<file path="config.mk">
export PLATFORM = sky130hd
export DESIGN_NAME = expression_token_lexer_unit_flat
export DESIGN_NICKNAME = d
export VERILOG_FILES = /design/src/rtl/etl_pkg.sv /design/src/rtl/etl_channels.sv /design/src/rtl/etl_core.sv /design/src/rtl/etl_queue.sv /design/src/rtl/expression_token_lexer_unit.sv /design/src/flat_wrapper.sv
export SDC_FILE = /design/constraint.sdc
export NUM_CORES = 1
export LEC_CHECK = 0
export ABC_AREA = 1
export BUFFER_PORTS_ARGS = -buffer_cell sky130_fd_sc_hd__buf_2
export CAP_MARGIN = 20
export CORE_AREA = 2 2 337 339
export DETAILED_ROUTE_END_ITERATION = 10
export DIE_AREA = 0 0 339 341
export SYNTH_ARGS = -nofsm -noshare
export SYNTH_HDL_FRONTEND = slang
export SYNTH_HIERARCHICAL = 1
export SYNTH_SLANG_ARGS = --single-unit
export TNS_END_PERCENT = 5
</file>
<file path="constraint.sdc">
create_clock -name clk -period 6.1 [get_ports clk]
set_clock_uncertainty 0.05 [all_clocks]
set_input_delay 1.22 -clock clk [delete_from_list [all_inputs] [get_ports clk]]
set_output_delay 1.22 -clock clk [all_outputs]
set_load 0.02 [all_outputs]
</file>
<file path="src/rtl/etl_pkg.sv">
// ----------------------------------------------------------------------------
// etl_pkg
// Shared types and constants for the expression token lexer.
// ----------------------------------------------------------------------------
package etl_pkg;

	localparam int POS_W   = 16;
	localparam int OUT_W   = 24;
	localparam int QDEPTH  = 4;
	localparam int QPTR_W  = 2;
	localparam int QCNT_W  = 3;

	typedef enum logic [2:0] {
		KIND_NUMBER  = 3'd0,
		KIND_PLUS    = 3'd1,
		KIND_MINUS   = 3'd2,
		KIND_OPEN    = 3'd3,
		KIND_CLOSE   = 3'd4,
		KIND_END     = 3'd5,
		KIND_UNKNOWN = 3'd6
	} kind_t;

	typedef struct packed {
		kind_t              kind;
		logic [POS_W-1:0]   line;
		logic [POS_W-1:0]   column;
		logic [OUT_W-1:0]   offset;
		logic [OUT_W-1:0]   length;
		logic [OUT_W-1:0]   line_start;
		logic               last;
	} token_t;

	// Tokens caused by one byte: zero, one or two, oldest in first.
	typedef struct packed {
		logic [1:0] count;
		token_t     first;
		token_t     second;
	} batch_t;

	typedef struct packed {
		logic [QCNT_W-1:0] level;
		logic              room;
	} qstat_t;

endpackage

</file>
<file path="src/rtl/etl_channels.sv">
// ----------------------------------------------------------------------------
// etl_channels
// Valid/ready channels for source bytes and tokens.
// ----------------------------------------------------------------------------
interface etl_byte_if;
	logic       valid;
	logic       ready;
	logic [7:0] source_byte;

	modport source (output valid, output source_byte, input ready);
	modport sink (input valid, input source_byte, output ready);
endinterface

interface etl_token_if;
	logic        valid;
	logic        ready;
	logic [2:0]  token_kind;
	logic [15:0] token_line;
	logic [15:0] token_column;
	logic [23:0] token_offset;
	logic [23:0] token_length;
	logic [23:0] line_start_offset;
	logic        last_of_run;

	modport source (output valid, output token_kind, output token_line, output token_column,
		output token_offset, output token_length, output line_start_offset,
		output last_of_run, input ready);
	modport sink (input valid, input token_kind, input token_line, input token_column,
		input token_offset, input token_length, input line_start_offset,
		input last_of_run, output ready);
endinterface

</file>
<file path="src/rtl/etl_core.sv">
// ----------------------------------------------------------------------------
// etl_core
// Input register, position tracking and token classification per byte.
// ----------------------------------------------------------------------------
module etl_core
	import etl_pkg::*;
#(
	parameter int TAB_WIDTH   = 8,
	parameter int OFFSET_BITS = 24
) (
	input  logic         clk,
	input  logic         arst_n,
	etl_byte_if.sink     source,
	input  logic         room,
	output batch_t       batch
);

	localparam int PH_W  = (TAB_WIDTH > 1) ? $clog2(TAB_WIDTH) : 1;
	localparam int EXT_W = (OFFSET_BITS > OUT_W) ? OFFSET_BITS : OUT_W;
	localparam logic [PH_W-1:0] SAT_PHASE = PH_W'((2**POS_W - 2) % TAB_WIDTH);
	localparam logic [PH_W-1:0] LAST_PHASE = PH_W'(TAB_WIDTH - 1);
	localparam logic [POS_W-1:0] POS_MAX = '1;

	localparam logic [7:0] CH_PLUS  = 8'h2B;
	localparam logic [7:0] CH_MINUS = 8'h2D;
	localparam logic [7:0] CH_OPEN  = 8'h28;
	localparam logic [7:0] CH_CLOSE = 8'h29;
	localparam logic [7:0] CH_NUL   = 8'h00;
	localparam logic [7:0] CH_TAB   = 8'h09;
	localparam logic [7:0] CH_LF    = 8'h0A;
	localparam logic [7:0] CH_VT    = 8'h0B;
	localparam logic [7:0] CH_FF    = 8'h0C;
	localparam logic [7:0] CH_CR    = 8'h0D;
	localparam logic [7:0] CH_SPACE = 8'h20;
	localparam logic [7:0] CH_ZERO  = 8'h30;
	localparam logic [7:0] CH_NINE  = 8'h39;

	function automatic logic [OUT_W-1:0] to_out(input logic [OFFSET_BITS-1:0] v);
		logic [EXT_W-1:0] w;
		w = EXT_W'(v);
		return w[OUT_W-1:0];
	endfunction

	logic       valid_s1;
	logic [7:0] byte_s1;
	logic       go;

	logic [OFFSET_BITS-1:0] ofs_q, ls_q, num_ofs_q, num_ls_q, num_len_q;
	logic [POS_W-1:0]       line_q, col_q, num_line_q, num_col_q;
	logic [PH_W-1:0]        phase_q;
	logic                   in_num_q, finished_q;

	logic [OFFSET_BITS-1:0] ofs_d, ls_d, num_ofs_d, num_ls_d, num_len_d;
	logic [POS_W-1:0]       line_d, col_d, num_line_d, num_col_d;
	logic [PH_W-1:0]        phase_d;
	logic                   in_num_d, finished_d;

	logic        is_digit, is_space, has_num, has_one;
	logic [POS_W:0] tab_sum;
	kind_t       one_kind;
	token_t      num_tok, one_tok;

	assign source.ready = !valid_s1 || room;
	assign go = valid_s1 && room;

	always_ff @(posedge clk or negedge arst_n) begin
		if (!arst_n) begin
			valid_s1 <= 1'b0;
		end else if (source.ready) begin
			valid_s1 <= source.valid;
		end
	end

	always_ff @(posedge clk) begin
		if (source.valid && source.ready) begin
			byte_s1 <= source.source_byte;
		end
	end

	always_comb begin
		is_digit = (byte_s1 >= CH_ZERO) && (byte_s1 <= CH_NINE);
		is_space = (byte_s1 == CH_SPACE) || (byte_s1 == CH_TAB) || (byte_s1 == CH_LF) ||
			(byte_s1 == CH_VT) || (byte_s1 == CH_FF) || (byte_s1 == CH_CR);
		unique case (byte_s1)
			CH_PLUS:  one_kind = KIND_PLUS;
			CH_MINUS: one_kind = KIND_MINUS;
			CH_OPEN:  one_kind = KIND_OPEN;
			CH_CLOSE: one_kind = KIND_CLOSE;
			CH_NUL:   one_kind = KIND_END;
			default:  one_kind = KIND_UNKNOWN;
		endcase
		has_num = !is_digit && in_num_q;
		has_one = !is_digit && !is_space;
		tab_sum = {1'b0, col_q} + (POS_W+1)'(TAB_WIDTH) - (POS_W+1)'(phase_q);
	end

	// Position effect of the byte; every byte taken while not finished steps past.
	always_comb begin
		ofs_d   = ofs_q + OFFSET_BITS'(1);
		ls_d    = ls_q;
		line_d  = line_q;
		col_d   = col_q;
		phase_d = phase_q;
		priority if (byte_s1 == CH_LF) begin
			ls_d    = ofs_q + OFFSET_BITS'(1);
			line_d  = (line_q != POS_MAX) ? line_q + POS_W'(1) : line_q;
			col_d   = POS_W'(1);
			phase_d = '0;
		end else if (byte_s1 == CH_CR) begin
			col_d   = POS_W'(1);
			phase_d = '0;
		end else if (byte_s1 == CH_TAB) begin
			if (tab_sum[POS_W]) begin
				col_d   = POS_MAX;
				phase_d = SAT_PHASE;
			end else begin
				col_d   = tab_sum[POS_W-1:0];
				phase_d = '0;
			end
		end else if (col_q != POS_MAX) begin
			col_d   = col_q + POS_W'(1);
			phase_d = (phase_q == LAST_PHASE) ? '0 : phase_q + PH_W'(1);
		end
	end

	always_comb begin
		in_num_d   = in_num_q;
		num_line_d = num_line_q;
		num_col_d  = num_col_q;
		num_ofs_d  = num_ofs_q;
		num_ls_d   = num_ls_q;
		num_len_d  = num_len_q;
		finished_d = finished_q;
		if (is_digit) begin
			if (!in_num_q) begin
				in_num_d   = 1'b1;
				num_line_d = line_q;
				num_col_d  = col_q;
				num_ofs_d  = ofs_q;
				num_ls_d   = ls_q;
				num_len_d  = OFFSET_BITS'(1);
			end else if (num_len_q != '1) begin
				num_len_d = num_len_q + OFFSET_BITS'(1);
			end
		end else begin
			in_num_d = 1'b0;
			if (has_one && (one_kind == KIND_END || one_kind == KIND_UNKNOWN)) begin
				finished_d = 1'b1;
			end
		end
	end

	always_comb begin
		num_tok.kind       = KIND_NUMBER;
		num_tok.line       = num_line_q;
		num_tok.column     = num_col_q;
		num_tok.offset     = to_out(num_ofs_q);
		num_tok.length     = to_out(num_len_q);
		num_tok.line_start = to_out(num_ls_q);
		num_tok.last       = !has_one;

		one_tok.kind       = one_kind;
		one_tok.line       = line_q;
		one_tok.column     = col_q;
		one_tok.offset     = to_out(ofs_q);
		one_tok.length     = OUT_W'(1);
		one_tok.line_start = to_out(ls_q);
		one_tok.last       = 1'b1;

		batch.first  = has_num ? num_tok : one_tok;
		batch.second = one_tok;
		batch.count  = '0;
		if (go && !finished_q) begin
			batch.count = 2'(has_num) + 2'(has_one);
		end
	end

	always_ff @(posedge clk or negedge arst_n) begin
		if (!arst_n) begin
			ofs_q      <= '0;
			ls_q       <= '0;
			line_q     <= POS_W'(1);
			col_q      <= POS_W'(1);
			phase_q    <= '0;
			in_num_q   <= 1'b0;
			num_line_q <= POS_W'(1);
			num_col_q  <= POS_W'(1);
			num_ofs_q  <= '0;
			num_ls_q   <= '0;
			num_len_q  <= '0;
			finished_q <= 1'b0;
		end else if (go && !finished_q) begin
			ofs_q      <= ofs_d;
			ls_q       <= ls_d;
			line_q     <= line_d;
			col_q      <= col_d;
			phase_q    <= phase_d;
			in_num_q   <= in_num_d;
			num_line_q <= num_line_d;
			num_col_q  <= num_col_d;
			num_ofs_q  <= num_ofs_d;
			num_ls_q   <= num_ls_d;
			num_len_q  <= num_len_d;
			finished_q <= finished_d;
		end
	end

endmodule

</file>
<file path="src/rtl/etl_queue.sv">
// ----------------------------------------------------------------------------
// etl_queue
// Small result queue: takes up to two tokens a cycle, hands out one.
// ----------------------------------------------------------------------------
module etl_queue
	import etl_pkg::*;
(
	input  logic         clk,
	input  logic         arst_n,
	input  batch_t       batch,
	etl_token_if.source  token,
	output qstat_t       stat
);

	token_t            mem [QDEPTH];
	logic [QPTR_W-1:0] wr_q, rd_q;
	logic [QCNT_W-1:0] level_q;
	logic              pop;
	token_t            head;

	assign pop  = token.valid && token.ready;
	assign head = mem[rd_q];

	always_ff @(posedge clk) begin
		if (batch.count != 2'd0) begin
			mem[wr_q] <= batch.first;
		end
		if (batch.count == 2'd2) begin
			mem[wr_q + QPTR_W'(1)] <= batch.second;
		end
	end

	always_ff @(posedge clk or negedge arst_n) begin
		if (!arst_n) begin
			wr_q    <= '0;
			rd_q    <= '0;
			level_q <= '0;
		end else begin
			wr_q    <= wr_q + QPTR_W'(batch.count);
			rd_q    <= rd_q + QPTR_W'(pop);
			level_q <= level_q + QCNT_W'(batch.count) - QCNT_W'(pop);
		end
	end

	// Leave room for the worst case of two tokens from one byte.
	assign stat.level = level_q;
	assign stat.room  = level_q <= QCNT_W'(QDEPTH - 2);

	assign token.valid             = level_q != '0;
	assign token.token_kind        = head.kind;
	assign token.token_line        = head.line;
	assign token.token_column      = head.column;
	assign token.token_offset      = head.offset;
	assign token.token_length      = head.length;
	assign token.line_start_offset = head.line_start;
	assign token.last_of_run       = head.last;

endmodule

</file>
<file path="src/rtl/expression_token_lexer_unit.sv">
// The lexer takes one source byte per cycle and returns tokens with line, column,
// offset, length and line start. A byte is held in the input register, where it
// is classified and the position state is updated, until the four-entry result
// queue has room for its tokens and they are written into it. Bytes flow at one
// per cycle as long as the queue has two free entries, so the input stalls only
// when tokens are not taken as fast as they are produced (a number ended by an
// operator yields two). After an end or unknown token every byte is accepted
// and dropped until reset. No clearing pass follows reset.
// ----------------------------------------------------------------------------
// expression_token_lexer_unit
// Byte-serial tokenizer for arithmetic expressions.
// ----------------------------------------------------------------------------
module expression_token_lexer_unit
	import etl_pkg::*;
#(
	parameter int TAB_WIDTH   = 8,
	parameter int OFFSET_BITS = 24
) (
	input  logic        clk,
	input  logic        arst_n,
	etl_byte_if.sink    source,
	etl_token_if.source token
);

	batch_t batch;
	qstat_t stat;

	etl_core #(
		.TAB_WIDTH   (TAB_WIDTH),
		.OFFSET_BITS (OFFSET_BITS)
	) u_core (
		.clk    (clk),
		.arst_n (arst_n),
		.source (source),
		.room   (stat.room),
		.batch  (batch)
	);

	etl_queue u_queue (
		.clk    (clk),
		.arst_n (arst_n),
		.batch  (batch),
		.token  (token),
		.stat   (stat)
	);

	a_level_bound: assert property (@(posedge clk) disable iff (!arst_n)
		stat.level <= QCNT_W'(QDEPTH))
		else $error("result queue over depth");

	a_push_room: assert property (@(posedge clk) disable iff (!arst_n)
		batch.count != 2'd0 |-> stat.room)
		else $error("tokens pushed without room");

	a_pair_order: assert property (@(posedge clk) disable iff (!arst_n)
		batch.count == 2'd2 |-> batch.first.kind == KIND_NUMBER && !batch.first.last)
		else $error("token pair not led by number");

	a_final_last: assert property (@(posedge clk) disable iff (!arst_n)
		token.valid && (token.token_kind == KIND_END || token.token_kind == KIND_UNKNOWN)
		|-> token.last_of_run)
		else $error("terminating token not marked last");

endmodule

</file>
<file path="src/flat_wrapper.sv">
// flat-port wrapper written by rule: the top's interface ports become plain ports
module expression_token_lexer_unit_flat import etl_pkg::*;
#(
	parameter int TAB_WIDTH   = 8,
	parameter int OFFSET_BITS = 24
)
  (clk, arst_n, source_valid, source_source_byte, source_ready, token_valid, token_token_kind, token_token_line, token_token_column, token_token_offset, token_token_length, token_line_start_offset, token_last_of_run, token_ready);
  etl_byte_if source_i ();
  etl_token_if token_i ();
  input  logic clk;
  input  logic arst_n;
  input wire logic [$bits(source_i.valid)-1:0] source_valid;
  input wire logic [$bits(source_i.source_byte)-1:0] source_source_byte;
  output wire logic [$bits(source_i.ready)-1:0] source_ready;
  output wire logic [$bits(token_i.valid)-1:0] token_valid;
  output wire logic [$bits(token_i.token_kind)-1:0] token_token_kind;
  output wire logic [$bits(token_i.token_line)-1:0] token_token_line;
  output wire logic [$bits(token_i.token_column)-1:0] token_token_column;
  output wire logic [$bits(token_i.token_offset)-1:0] token_token_offset;
  output wire logic [$bits(token_i.token_length)-1:0] token_token_length;
  output wire logic [$bits(token_i.line_start_offset)-1:0] token_line_start_offset;
  output wire logic [$bits(token_i.last_of_run)-1:0] token_last_of_run;
  input wire logic [$bits(token_i.ready)-1:0] token_ready;
  assign source_i.valid = source_valid;
  assign source_i.source_byte = source_source_byte;
  assign source_ready = source_i.ready;
  assign token_valid = token_i.valid;
  assign token_token_kind = token_i.token_kind;
  assign token_token_line = token_i.token_line;
  assign token_token_column = token_i.token_column;
  assign token_token_offset = token_i.token_offset;
  assign token_token_length = token_i.token_length;
  assign token_line_start_offset = token_i.line_start_offset;
  assign token_last_of_run = token_i.last_of_run;
  assign token_i.ready = token_ready;
  expression_token_lexer_unit #(.TAB_WIDTH(TAB_WIDTH), .OFFSET_BITS(OFFSET_BITS)) u_core (.clk(clk), .arst_n(arst_n), .source(source_i), .token(token_i));
endmodule
</file>
======== Word level (Yosys, flattened, before mapping) ========
Memory sizes are Yosys's and may differ from the RTL's.
Index checks and enable logic that the tools add are counted.
operators by class
  multipliers ............................. 0
  bitwise logic cells ..................... 2
  multiplexer cells ....................... 21
  order comparisons ....................... 3
  add/subtract/negate cells ............... 13
  equality and inequality tests ........... 18
  div/mod/pow operators ................... 0
  shift operators ......................... 0
  reduce and logical (&&, ||, !) cells .... 30
operators by type and width
  cell                                                                              count
  108-bit 2-to-1 mux                                                                1
  16-bit 2-to-1 mux                                                                 5
  24-bit by 1-bit adder with 24-bit output, second input constant                   2
  24-bit 2-to-1 mux                                                                 2
  8-bit by 4-bit equality test with 1-bit output, second input constant             5
  8-bit by 6-bit equality test with 1-bit output, second input constant             5
  16-bit by 1-bit adder with 16-bit output, second input constant                   2
  16-bit inequality test, second input constant                                     2
  24-bit inequality test, second input constant                                     1
  3-bit 2-to-1 mux                                                                  6
  16-bit by 4-bit adder with 17-bit output, second input constant                   1
  17-bit by 3-bit subtractor with 17-bit output                                     1
  3-bit one-hot mux with 5 select lines                                             1
  3-bit AND reduction                                                               4
  3-bit equality test, second input constant                                        3
  8-bit by 6-bit >= comparator with 1-bit output, second input constant             1
  8-bit by 6-bit less-or-equal comparator with 1-bit output, second input constant  1
  1-bit logical AND                                                                 8
  8-bit logical NOT                                                                 1
  1-bit logical OR                                                                  7
  1-bit logical NOT                                                                 5
  1-bit 2-to-1 mux                                                                  5
  2-bit AND reduction                                                               2
  4-bit nonzero test                                                                1
  other kinds (14)                                                                  15
word-level totals
  ROM bits ................................ 0
  input bits .............................. 12
  RAM bits ................................ 432
  bits in registers ....................... 205
  bits in latches ......................... 0
  logic and storage cells ................. 105
  memories ................................ 1
  output and inout bits ................... 110
memory list
  name                depth  bits a word  read ports  clocked after memory_dff  wr ports  RTL line         RTL
  u_core.u_queue.mem  4      108          1           0                         2         etl_queue.sv:15  token_t mem [QDEPTH];

======== Logic depth before layout (Yosys ltp) ========
  depth after elaboration ................. 13
  mapped depth ............................ 17
  depth with buffers taken out ............ 17

======== Hierarchy ========
Netlist, hierarchy kept.
modules (own cells, without submodules)
  module     seq. area each (µm²)  cells an instance  times used  area an instance (µm²)
  etl_queue  13,147.6              2,276              1           21,617.0
  etl_core   4,999.8               1,539              1           11,736.3

======== Least setup slack after synthesis ========
Ideal clock, no wire load.
  path kind ............................... reg-to-reg
  start point ............................. register u_core.u_core.byte_s1[7]
  end point ............................... memory u_core/u_queue/mem[0][0] (netlist name), enable pin
  cell stages (with the launch flop) ...... 14
  required time ........................... 5.072 ns
  buffers on the path ..................... 3
  library setup time ...................... 0.978 ns
  arrival time ............................ 4.263 ns
  setup slack ............................. 0.809 ns
  clock period less this slack ............ 5.291 ns
  path through ............................ edfxtp_1 nor4_1 nand2_1 inv_1 nor2_2 buf_4 buf_2 ha_1 inv_1 nor2_1 inv_1 nand4_4 clkbuf_1 nand2_1
RTL lines
  element                 RTL line         RTL
  from (decl)             etl_core.sv:45   logic [7:0] byte_s1;
  from (signal assigned)  etl_core.sv:76   byte_s1 <= source.source_byte;
  to (decl)               etl_queue.sv:15

======== Final worst setup path ========
  start point ............................. register u_core.u_queue.rd_q[0]
  end point ............................... output token_line_start_offset[5]
on the way
  word-level cells in the longest chain between the ends .. 1
ends and longest elaborated chain
  element                  RTL line            RTL
  from (decl)              etl_queue.sv:16     logic [QPTR_W-1:0] wr_q, rd_q;
  from (signal assigned)   etl_queue.sv:40     rd_q <= rd_q + QPTR_W'(pop);
  memory read 4 x 108 bit  --
  to (decl)                flat_wrapper.sv:21  output wire logic [$bits(token_i.line_start_offset)-1:0] token_line_start_offset;
No other way between the ends.

==> impl_metrics.ini <==
[outcome]
status = finished, final reports clean

[clock_tree]
ctsLongestPathBuffers = 3
root_buffer = clkbuf_16
h-tree-depth = 3
post-cts-setup-buffers = 0
clkLatencyLatePin_ns = 0.63
cts_hold_buf = 0
cts_tree = yes
cts_resized = 0
clock_sinks = 637
clkTransAtPathRegs_ns = 0.06
cts-buffers-inserted = 74

[die]
dieArea_um2 = 116000
fp.dieW_um = 339
fp.dieH_um = 341
start_util_pct = 29.8
ios = 122
row_count = 123
core_area_um2 = 112000

[logic_synthesis]
synth_edf_count = 440
synth.distinct_cells = 48
synth_top_cell_by_area = edfxtp_1
yosysWarnings = 6
synth_area_per_cell_um2 = 8.74
netlist_area_um2 = 33400
synthArstFlopShare_pct = 30.9
yosys-top-cells-area = edfxtp_1 40%, dfrtp_1 14%, o21ai_0 12%
ys.flop_type = edfxtp_1
syn_inst = 3815
synth_seq_cells = 637
ys_seq_area_share_pct = 54.4
synth_common_cells = 874 x nand2_1, 809 x o21ai_0, 440 x edfxtp_1
yosysMostFrequentCell = nand2_1
synth_top_area_share_pct = 39.6

[power_and_ir_drop]
total_power_mw = 13.5
ir_worst_vdd_mv = 0.269
leakage_nw = 13.7
power.density_nw_per_um2 = 362

[layout]
fin_nets = 3877
design_area_um2 = 37300
drive_above_1_share_pct = 9.45
area_growth_pct = 11.8

[placement]
gp_congestion = 0.868
placed_cell_area_um2 = 34900
dp_hpwl_um = 54600
numPortBuffers = 121

[setup_path]
rrSetupSlack_ns = 1.74
startpoint_type = flip-flop
r2r-start = u_core/u_core/byte_s1[7]
r2r_cells = 14
cp.arrival_ns = 3.47
crit_path_max_fanout = 118
path_class = reg2out
rr_endpoint = u_core/u_queue/mem[2][103]
end_kind = primary output
cp.required_ns = 4.83

[global_routing]
antenna_found_initial = 6
grt_max_degree = 217
grt_pass1_vias = 24563
grt_usage_pct = 15.6
overflow = 0
grt_pass1_wl_um = 143000

[min_path]
whs_path_depth = 2
min_from = u_core/u_core/finished_q
worstHoldPathType = reg2reg
min_to = u_core/u_core/finished_q

[sta]
period_minus_slack_ns = 4.74
fin_tns_setup_ns = 0
rsz0062_at_grt = no
setup_viol = 0
hold_viol_final = 0
timing.final.max_slew_violations = 0
worst_pin_slew_ns = 1.07
slew_headroom_pct = 28.1
fmax_mhz = 211
fin_crit_sh_pct = 77.7

[routing]
firstDrtPassIters = 5
ant_nets = 0
vias_per_cell = 4.81
drt_iter0_markers = 2076
wl_per_cell_um = 17.0
wl_um = 91500
vias = 25880
drc = 0

[job]
cap_violations = 0
cell type report:
type,count,area (um2)
Tap cell,1500,1880
Multi-Input combinational cell,2664,12800
Antenna cell,1,2.50
Inverter,293,1110
Clock inverter,22,219
Fill cell,11462,74600
Sequential cell,637,18200
Clock buffer,114,2140
Timing Repair Buffer,154,1010
kinds of logic (layout without fill, tap and decap cells):
group / after synthesis / in the layout / share of synthesized area, %
and+or+nand+nor: 1478 / 1478 / 18.2
adders and majority gates: 41 / 41 / 1.58
AOI/OAI and AO/OA: 1060 / 1060 / 16.5
other: 2 / 26 / 0.0225
xor gates and xnor gates: 60 / 60 / 1.58
DFF: 637 / 637 / 54.4
buffers and inverters: 537 / 583 / 7.74
sequential cells by signal, indices dropped and copies added (netlist names), 2 cells and up:
signal and cells:
u_core/u_queue/wr_q 2, u_core/u_queue/level_q 3, u_core/u_core/num_ofs_q 24, u_core/u_core/col_q 16
u_core/u_core/ofs_q 24, u_core/u_queue/rd_q 2, u_core/u_core/ls_q 24, u_core/u_core/num_line_q 16
u_core/u_queue/mem 432, u_core/u_core/line_q 16, u_core/u_core/num_col_q 16, u_core/u_core/phase_q 3
u_core/u_core/num_len_q 24, u_core/u_core/num_ls_q 24, u_core/u_core/byte_s1 8
how the worst max path moves through the flow:
stage	from	to	depth (start not counted)
2_1_floorplan	u_core/u_core/byte_s1[7]	u_core/u_queue/mem[0][0]	13
3_3_place_gp	u_core/u_core/byte_s1[7]	u_core/u_queue/mem[2][82]	14
3_5_place_dp	u_core/u_core/byte_s1[7]	u_core/u_queue/mem[2][83]	14
4_1_cts	u_core/u_queue/rd_q[0]	token_token_offset[22]	4
5_1_grt	u_core/u_queue/rd_q[0]	token_line_start_offset[5]	5
6_report	u_core/u_queue/rd_q[0]	token_line_start_offset[5]	5
metal layers:
| layer | global-route usage (%) | wire length, um | part of all wire [%] |
|---|---|---|---|
| met3 | 2.17 | 4270 | 4.7 |
| met4 | 3.94 | 1700 | 1.9 |
| met2 | 26.0 | 42800 | 47 |
| met5 | 0 | 0 | 0 |
| met1 | 21.3 | 42700 | 47 |
worst max-delay path, stage by stage (launching register included):
cell	delay [ns]
dfrtp_4	0.68
inv_6	0.75
buf_4	0.41
o21ai_0	0.10
o21ai_0	0.58
buf_2	0.29
where the power goes:
part / switching, mW / leakage [nW] / total [mW] / internal [mW]
clock network: 1.78 / 1.14 / 4.37 / 2.58
logic: 3.06 / 5.44 / 4.21 / 1.15
registers: 0.159 / 7.07 / 4.93 / 4.77
total: 5.00 / 13.7 / 13.5 / 8.50
layout by cell type (no fill, tap or decap), types with 12 or more instances in the layout:
cell,instances
edfxtp_1,440
inv_1,277
o21ai_1,165
nor3_1,30
o21ai_0,809
nand4_1,23
buf_12,12
buf_2,120
ha_1,39
clkbuf_1,30
nor2_1,429
a21oi_1,30
nand3_1,70
conb_1,25
nand2_1,870
o21ai_2,45
clkbuf_16,77
dfrtp_1,192
xor2_1,57
buf_4,21
through the flow:
step           hold slack, ns  util (%)  setup WS (ns)  cells
2_1_floorplan           0.372         -          0.809   3838
3_5_place_dp            0.413      31.2           1.76   5248
4_1_cts                 0.430      33.3           1.32   5384
3_3_place_gp            0.409      31.2           1.77   5248
5_1_grt                 0.440      33.3           1.19   5384
6_report                0.423      33.3           1.36   5385
Note: power is estimated with default switching activity, not from simulation.
